`src/hw/rtl/c_comment_stripper_unit_defines.svh`:
```
// Assertion macros for the comment stripper.
// Included by the module that checks its own logic; no other dependencies.
`ifndef C_COMMENT_STRIPPER_UNIT_DEFINES_SVH
`define C_COMMENT_STRIPPER_UNIT_DEFINES_SVH

`ifndef SYNTHESIS
// Checked at every rising edge outside of reset.
`define CCS_ASSERT(lbl, clk, rst_n, prop, msg) \
    lbl: assert property (@(posedge clk) disable iff (!rst_n) prop) else $error(msg);
// Checked at every rising edge, reset included.
`define CCS_ASSERT_ALWAYS(lbl, clk, prop, msg) \
    lbl: assert property (@(posedge clk) prop) else $error(msg);
`else
`define CCS_ASSERT(lbl, clk, rst_n, prop, msg)
`define CCS_ASSERT_ALWAYS(lbl, clk, prop, msg)
`endif

`endif

```
`src/hw/rtl/ccs_pkg.sv`:
```
// Types and character constants for the comment stripper.
// No dependencies.
package ccs_pkg;

    localparam logic [7:0] CH_SLASH = 8'h2F;
    localparam logic [7:0] CH_STAR  = 8'h2A;
    localparam logic [7:0] CH_NL    = 8'h0A;
    localparam logic [7:0] CH_QUOTE = 8'h22;

    typedef enum logic [5:0] {
        M_NORMAL     = 6'b000001,
        M_SLASH      = 6'b000010,
        M_STRING     = 6'b000100,
        M_LINE       = 6'b001000,
        M_BLOCK      = 6'b010000,
        M_BLOCK_STAR = 6'b100000
    } t_mode;

    typedef struct packed {
        logic [7:0] data;
        logic       has;
        logic       eot;
        logic       unc;
    } t_result;

endpackage

```
`src/hw/rtl/c_comment_stripper_unit.sv`:
```
// C-style comment stripper: byte stream in, comment-free byte stream out.
// Depends on ccs_pkg and c_comment_stripper_unit_defines.svh.
//
// Takes one text byte per cycle through an input register and gives the
// bytes with comments removed. One item is accepted every cycle as long
// as the output side keeps up. Each input item yields one or two output
// items, or none; a final byte always yields at least one, marked by tlast.
// A held '/' released together with the following byte yields two output
// items, so the output drains one item per cycle, while the receiver is ready,
// from a two-entry queue and the input pauses when that queue cannot take both.
// tuser bit 0 says whether tdata carries a character; tuser bit 1 on the
// last item flags text that ended inside a block comment.
`include "c_comment_stripper_unit_defines.svh"

module c_comment_stripper_unit
    import ccs_pkg::*;
(
    input  logic       i_clk,
    input  logic       i_rst_n,
    input  logic       s_axis_tvalid,
    output logic       s_axis_tready,
    input  logic [7:0] s_axis_tdata,   // [7:0] text_byte
    input  logic       s_axis_tlast,   // final_byte
    output logic       m_axis_tvalid,
    input  logic       m_axis_tready,
    output logic [7:0] m_axis_tdata,   // [7:0] out_byte
    output logic       m_axis_tlast,   // end_of_text
    output logic [1:0] m_axis_tuser    // [0] has_byte, [1] unclosed_block
);

    // input register
    logic       r_in_valid, n_in_valid;
    logic [7:0] r_in_byte;
    logic       r_in_last;

    t_mode      r_mode, n_mode;

    // output queue, head at r_q0
    t_result    r_q0, n_q0;
    t_result    r_q1, n_q1;
    logic [1:0] r_cnt, n_cnt;

    logic       w_accept;
    logic       w_pop;
    logic [1:0] w_cnt_ap;
    logic       w_proc;
    logic [1:0] w_nres;
    t_result    w_res0, w_res1;

    // per-item decode
    logic       w_nb_emit;
    t_mode      w_nb_mode;
    logic       w_e0, w_e1, w_te, w_unc;
    logic [7:0] w_b0, w_b1, w_tb;
    t_mode      w_mode_ns;
    logic [1:0] w_raw;
    logic [2:0] w_need;

    // normal-mode handling of the current byte
    always_comb begin
        w_nb_emit = 1'b1;
        w_nb_mode = M_NORMAL;
        if (r_in_byte == CH_QUOTE) begin
            w_nb_mode = M_STRING;
        end else if (r_in_byte == CH_SLASH) begin
            w_nb_emit = 1'b0;
            w_nb_mode = M_SLASH;
        end
    end

    always_comb begin
        w_mode_ns = r_mode;
        w_e0      = 1'b0;
        w_e1      = 1'b0;
        w_b0      = r_in_byte;
        w_b1      = r_in_byte;
        unique case (r_mode)
            M_SLASH: begin
                if (r_in_byte == CH_SLASH) begin
                    w_mode_ns = M_LINE;
                end else if (r_in_byte == CH_STAR) begin
                    w_mode_ns = M_BLOCK;
                end else begin
                    // release the held slash, then the byte as in normal mode
                    w_e0      = 1'b1;
                    w_b0      = CH_SLASH;
                    w_e1      = w_nb_emit;
                    w_mode_ns = w_nb_mode;
                end
            end
            M_STRING: begin
                w_e0 = 1'b1;
                if (r_in_byte == CH_QUOTE) begin
                    w_mode_ns = M_NORMAL;
                end
            end
            M_LINE: begin
                if (r_in_byte == CH_NL) begin
                    w_e0      = 1'b1;
                    w_mode_ns = M_NORMAL;
                end
            end
            M_BLOCK: begin
                if (r_in_byte == CH_STAR) begin
                    w_mode_ns = M_BLOCK_STAR;
                end else if (r_in_byte == CH_NL) begin
                    w_e0 = 1'b1;
                end
            end
            M_BLOCK_STAR: begin
                if (r_in_byte == CH_SLASH) begin
                    w_mode_ns = M_NORMAL;
                end else if (r_in_byte != CH_STAR) begin
                    w_e0      = (r_in_byte == CH_NL);
                    w_mode_ns = M_BLOCK;
                end
            end
            default: begin
                w_e0      = w_nb_emit;
                w_mode_ns = w_nb_mode;
            end
        endcase

        // end of text: flush what the mode still holds
        w_te  = 1'b0;
        w_tb  = 8'h00;
        w_unc = 1'b0;
        if (r_in_last) begin
            if (w_mode_ns == M_SLASH) begin
                w_te = 1'b1;
                w_tb = CH_SLASH;
            end else if (w_mode_ns == M_LINE) begin
                w_te = 1'b1;
                w_tb = CH_NL;
            end else if (w_mode_ns == M_BLOCK || w_mode_ns == M_BLOCK_STAR) begin
                w_unc = 1'b1;
            end
        end
        n_mode = r_in_last ? M_NORMAL : w_mode_ns;

        if (w_e0) begin
            w_raw = (w_e1 || w_te) ? 2'd2 : 2'd1;
        end else begin
            w_raw = w_te ? 2'd1 : 2'd0;
        end
        w_nres = (r_in_last && w_raw == 2'd0) ? 2'd1 : w_raw;

        w_res0.data = w_e0 ? w_b0 : w_tb;
        w_res0.has  = w_e0 || w_te;
        w_res0.eot  = r_in_last && (w_nres == 2'd1);
        w_res0.unc  = w_unc && (w_nres == 2'd1);
        w_res1.data = w_e1 ? w_b1 : w_tb;
        w_res1.has  = 1'b1;
        w_res1.eot  = r_in_last && (w_nres == 2'd2);
        w_res1.unc  = w_unc && (w_nres == 2'd2);
    end

    assign w_pop    = (r_cnt != 2'd0) && m_axis_tready;
    assign w_cnt_ap = r_cnt - {1'b0, w_pop};
    assign w_need   = {1'b0, w_cnt_ap} + {1'b0, w_nres};
    assign w_proc   = r_in_valid && (w_need <= 3'd2);

    assign s_axis_tready = !r_in_valid || w_proc;
    assign w_accept      = s_axis_tvalid && s_axis_tready;

    always_comb begin
        n_in_valid = r_in_valid;
        if (w_accept) begin
            n_in_valid = 1'b1;
        end else if (w_proc) begin
            n_in_valid = 1'b0;
        end

        // advance the queue, then append this item's results
        n_q0 = w_pop ? r_q1 : r_q0;
        n_q1 = r_q1;
        n_cnt = w_cnt_ap;
        if (w_proc) begin
            n_cnt = w_need[1:0];
            if (w_cnt_ap == 2'd0) begin
                n_q0 = w_res0;
                n_q1 = w_res1;
            end else if (w_cnt_ap == 2'd1) begin
                n_q1 = w_res0;
            end
        end
    end

    always_ff @(posedge i_clk) begin
        if (!i_rst_n) begin
            r_in_valid <= 1'b0;
            r_mode     <= M_NORMAL;
            r_cnt      <= 2'd0;
        end else begin
            r_in_valid <= n_in_valid;
            r_cnt      <= n_cnt;
            if (w_proc) begin
                r_mode <= n_mode;
            end
        end
    end

    always_ff @(posedge i_clk) begin
        if (w_accept) begin
            r_in_byte <= s_axis_tdata;
            r_in_last <= s_axis_tlast;
        end
        r_q0 <= n_q0;
        r_q1 <= n_q1;
    end

    assign m_axis_tvalid = (r_cnt != 2'd0);
    assign m_axis_tdata  = r_q0.data;
    assign m_axis_tlast  = r_q0.eot;
    assign m_axis_tuser  = {r_q0.unc, r_q0.has};

    `CCS_ASSERT(a_cnt_range, i_clk, i_rst_n, r_cnt != 2'd3, "output queue count out of range")
    `CCS_ASSERT(a_last_gives_result, i_clk, i_rst_n, (w_proc && r_in_last) |-> (w_nres != 2'd0), "final byte produced no item")
    `CCS_ASSERT(a_mode_after_end, i_clk, i_rst_n, (w_proc && r_in_last) |=> (r_mode == M_NORMAL), "mode not back to normal after end of text")
    `CCS_ASSERT(a_empty_is_end, i_clk, i_rst_n, (m_axis_tvalid && !m_axis_tuser[0]) |-> m_axis_tlast, "empty item that is not the end item")
    `CCS_ASSERT(a_unc_on_end, i_clk, i_rst_n, (m_axis_tvalid && m_axis_tuser[1]) |-> m_axis_tlast, "unclosed flag away from end item")

endmodule

```
`config.mk`:
```
export PLATFORM = sky130hd
export DESIGN_NAME = c_comment_stripper_unit
export DESIGN_NICKNAME = d
export VERILOG_FILES = /design/src/hw/rtl/ccs_pkg.sv /design/src/hw/rtl/c_comment_stripper_unit.sv
export VERILOG_INCLUDE_DIRS = /design/src /design/src/hw/rtl
export SDC_FILE = /design/constraint.sdc
export NUM_CORES = 1
export LEC_CHECK = 0
export BUFFER_PORTS_ARGS = -buffer_cell sky130_fd_sc_hd__buf_2
export CAP_MARGIN = 10
export CELL_PAD_IN_SITES_DETAIL_PLACEMENT = 0
export CELL_PAD_IN_SITES_GLOBAL_PLACEMENT = 1
export CORE_MARGIN = 2
export CORE_UTILIZATION = 45
export DETAILED_ROUTE_END_ITERATION = 10
export HOLD_SLACK_MARGIN = 0.15
export PLACE_DENSITY_LB_ADDON = 0.1
export SYNTH_ARGS = -nofsm -noshare
export SYNTH_HDL_FRONTEND = slang
export SYNTH_SLANG_ARGS = --single-unit
```
`constraint.sdc`:
```
create_clock -name i_clk -period 11.3 [get_ports i_clk]
set_input_delay 0.565 -clock i_clk [delete_from_list [all_inputs] [get_ports i_clk]]
set_output_delay 0.565 -clock i_clk [all_outputs]
set_load 0.01 [all_outputs]
```
# Word level (Yosys, flattened, before mapping)
# Index checks and enable logic that the tools add are counted.
classes:
  addsub: 2
  magnitude_cmp: 1
  eq_ne: 17
  muxes: 50
  reduce_logical: 19
op_table:
  columns: ["operator", "n"]
  rows:
  - ["$mux W6", 10]
  - ["$mux W11", 5]
  - ["$mux W8", 5]
  - ["$pmux W6 S5", 1]
  - ["$eq A8 B6 Y1 const B", 3]
  - ["$mux W1", 21]
  - ["$eq A6 B2 Y1 const B", 2]
  - ["$eq A6 B4 Y1 const B", 2]
  - ["$eq A6 B5 Y1 const B", 2]
  - ["$eq A6 B6 Y1 const B", 2]
  - ["$mux W2", 5]
  - ["$eq A8 B4 Y1 const B", 1]
  - ["$logic_and A1 B1 Y1", 8]
  - ["$ne A8 B6 Y1 const B", 1]
  - ["$eq A6 B3 Y1 const B", 1]
  - ["$reduce_bool A2 Y1", 3]
  - ["$pmux W1 S5", 1]
  - ["$eq A2 B1 Y1 const B", 2]
  - ["$logic_not A2 Y1", 2]
  - ["$logic_or A1 B1 Y1", 4]
  - ["$mux W4", 1]
  - ["$add A2 B2 Y3", 1]
  - ["$le A3 B2 Y1 const B", 1]
  - ["$mux W3", 1]
  - ["4 further kinds", 4]
totals:
  ff_bits: 40
  output_inout_bits: 13
  word_cells: 102

# Logic depth before layout (Yosys ltp)
depth:
  word_depth: 22
  mapped_depth: 17
  ltp_nobuf: 15

# Worst setup path after synthesis
# No wires, ideal clock.
synth_timing:
  path_type: "reg-to-reg"
  start: "reg r_mode[5]"
  end: "reg r_mode[0]"
  setup_time_ps: 132
  arrival_ps: 3616
  slack_ps: 7553
  path_stages_with_launch: 18
  period_less_slack_ps: 3747
  path_cell_list: "dfxtp_1 buf_2 xor2_1 o211a_1 nor3_2 nand2_1 o211ai_4 o21a_1 ha_1 inv_1 fa_1 o21ai_0 or2_2 clkbuf_1 nor2_1 o41ai_1 a2111oi_0 o21ai_0"
synth_between:
  elab_chain_len: 16
synth_lines:
  columns: ["element", "line_no", "source"]
  rows:
  - ["start, declared", "c_comment_stripper_unit.sv:36", "t_mode r_mode, n_mode;"]
  - ["start signal, assigned", "c_comment_stripper_unit.sv:198", "r_mode <= n_mode;"]
  - ["$mux W6", "c_comment_stripper_unit.sv:113", "end else if (r_in_byte != CH_STAR) begin"]
  - ["$mux W6", "c_comment_stripper_unit.sv:111", "if (r_in_byte == CH_SLASH) begin"]
  - ["$pmux W6 S5", "c_comment_stripper_unit.sv:77", "unique case (r_mode)"]
  - ["$eq A6 B4 Y1", "c_comment_stripper_unit.sv:132", "end else if (w_mode_ns == M_LINE) begin"]
  - ["$mux W1", "c_comment_stripper_unit.sv:132", null]
  - ["$mux W1", "c_comment_stripper_unit.sv:129", "if (w_mode_ns == M_SLASH) begin"]
  - ["$mux W1", "c_comment_stripper_unit.sv:128", "if (r_in_last) begin"]
  - ["$logic_or A1 B1 Y1", "c_comment_stripper_unit.sv:142", "w_raw = (w_e1 || w_te) ? 2'd2 : 2'd1;"]
  - ["$mux W2", "c_comment_stripper_unit.sv:142", null]
  - ["$mux W2", "c_comment_stripper_unit.sv:141", "if (w_e0) begin"]
  - ["$logic_not A2 Y1", "c_comment_stripper_unit.sv:146", "w_nres = (r_in_last && w_raw == 2'd0) ? 2'd1 : w_raw;"]
  - ["$logic_and A1 B1 Y1", "c_comment_stripper_unit.sv:146", null]
  - ["$mux W2", "c_comment_stripper_unit.sv:146", null]
  - ["$add A2 B2 Y3", "c_comment_stripper_unit.sv:160", "assign w_need = {1'b0, w_cnt_ap} + {1'b0, w_nres};"]
  - ["$le A3 B2 Y1", "c_comment_stripper_unit.sv:161", "assign w_proc = r_in_valid && (w_need <= 3'd2);"]
  - ["$logic_and A1 B1 Y1", "c_comment_stripper_unit.sv:161", null]
# Parallel ways exist; a longest one is shown, timed or not.
# A chain may end at the register's enable or synchronous reset.

==> reports/results.txt <==
Die width = 74.0 um
Hold-fix buffers, CTS = 0
CTS tree = yes
Fin. Hold Viols = 0
Clock Sinks = 40
Initial antenna violation count = 0
Layout cells sized above 1 = 20.9%
Slew Limit Fails = 0
I/O Buffers = 25
Synth warn = 0
Highest clock rate = 0.228 GHz
Post-CTS Setup Bufs = 0
Register area = 1000 um2
RSZ-0062 raised after global routing = false
Yosys reg bits = 40
Peak VDD IR = 80.3 uV
Layout area overhead = 11.4%
Sequential share of the synthesized area = 45.4%
Main synth FF type = edfxtp_1
Clock latency on the worst-skew pair = 0.29 ns
Syn_nets = 236
ANT cells = 0
Post-synth cell types = 54
Area occupied by multi-input gates = 1130 um2
Ys async rst share = 0%
Worst EP arrival = 4.59 ns
CTS H-tree depth = 2
Vias per cell = 5.50
Routed WL per cell = 15.4 um
Largest net degree at the start of global routing = 15
Clock-pin slew on the worst setup and hold paths = 0.08 ns
Gr ovfl total = 0
Setup crit end kind = register
Final min period = 4.39 ns
Drt drc = 0
Clock root cell = clkbuf_8
Status = completed
Final Skew = 0.00785 ns
Core Footprint = 4720 um2
Max Cap Viol = 0
Row count = 25
Final setup violation count = 0
Nets@finish = 259
Detailed Route Iter0 Violations = 103
Starting density of the core = 46.6%
Power, Total = 0.597 mW
Most common cell after layout, fill and taps aside = buf_2
Worst-Margin Slew = 0.806 ns
DR vias = 1710
Setup crit start kind = register
Cells after Synth = 220
Slew headroom = 46.1%
Die area = 5470 um2
Ports = 26
Max Buffers Root-to-Sink = 2
Power Density = 243 nW/um2
# fillers = 460
Syn avg cell area = 10.0 um2
Crit path required time = 11.49 ns
Remaining antenna violation count = 0
Vias in the first global route = 1562
Lkg Pwr = 0.999 nW
Final WL = 4780 um
RePlAce Congestion = 0.828
Die Y = 74.0 um
Final core utilization = 51.9%
Hold Path Class = input port to register
DRT Pass-1 Iters = 4
Post_cts resized = 0
WHS Path Cells = 1
First-pass GRT wire length = 7730 um
Final setup TNS = 0 ns
Max FO, Critical Path = 14
Most frequent cells in the layout = buf_2, nand2_1, dfxtp_1, edfxtp_1
Post-synth EDFFs = 20
Final Cycle Share = 38.9%
Hpwl dp = 3550 um
Setup Crit Path Kind = register to register
GRT Total Usage = 18.7%
R2r worst-path depth = 14
Clock buffer count from CTS = 5
Synthesized area = 2200 um2
worst max-delay path, cell delays in order, from the launching register on:
cell and delay, ns:
dfxtp_1 0.52, or3_4 0.22, nor4b_2 0.05, nor3_2 0.51, nand2_1 0.23, o211ai_4 0.22
o21a_1 0.16, ha_1 0.13, inv_1 0.05, fa_1 0.50, o21ai_0 0.17, or2_2 0.43
nor2_1 0.66, nand3_1 0.25, and2_1 0.20
cells in the mapped netlist (5+ instances only):
library cell | count | area share, %
nand2_1 | 23 | 3.9
dfxtp_1 | 20 | 18
edfxtp_1 | 20 | 27
nor2_1 | 15 | 2.6
o21ai_0 | 15 | 3.4
and2_1 | 10 | 2.8
mux2i_1 | 10 | 4.5
a21oi_1 | 9 | 2.0
inv_1 | 8 | 1.4
nand3_1 | 5 | 1.1
nor2b_1 | 5 | 1.4
power by group:
part,switching [mW],leakage [nW],internal [mW]
Sequential,0.0221,0.353,0.213
Clock,0.0516,0.0479,0.0430
Combinational,0.157,0.598,0.110
Total,0.231,0.999,0.366
stage by stage:
stage	setup WS, ns	hold slack [ns]	instances	area, um2
after global routing	6.53	0.431	311	2450
after detailed placement	6.92	0.525	303	2370
final	6.91	0.445	311	2450
after CTS	6.90	0.438	311	2450
after floorplan	7.55	0.493	220	2200
after global placement	7.01	0.520	303	2370
worst paths after layout:
check	to	start	slack, ns
min	r_in_byte[2]	s_axis_tdata[2]	0.44
max reg2reg	m_axis_tdata[5]	r_mode[4]	6.91
max	m_axis_tdata[5]	r_mode[4]	6.91
min reg2reg	r_in_valid	r_in_valid	0.54
cell type report:
class,instances,share of cell area (%)
multi-input cells,163,45.9
repair buffers,25,5.10
well taps,67,3.42
flip-flops and latches,40,40.8
clock inverters,3,0.765
clock buffers,5,2.80
inverters,8,1.22
state kept, by name, indices dropped and copies added, names as in the netlist:
name          flops
m_axis_tlast      1
r_q1             11
m_axis_tdata      8
r_in_last         1
r_in_valid        1
r_mode            6
r_in_byte         8
m_axis_tuser      2
r_cnt             2
routing by layer:
layer	up-vias	part of all wire, %	global-route usage [%]	wire [um]
li1	851	-	-	-
met1	820	48	25.7	2290
met2	34	47	29.8	2270
met3	5	3.3	3.66	156
met4	0	1.3	6.46	63
met5	-	0	0	0
logic make-up (layout without fill, tap and decap cells):
group / Yosys count / in the layout / synth area share, %
compound gates: 58 / 58 / 19.3
xor+xnor: 4 / 4 / 1.59
fa+ha+maj: 3 / 3 / 2.04
buf+inv: 17 / 41 / 3.46
flops: 40 / 40 / 45.4
mux: 12 / 12 / 5.57
simple gates: 86 / 86 / 22.6
No activity file was read; power rests on OpenSTA's default activity.
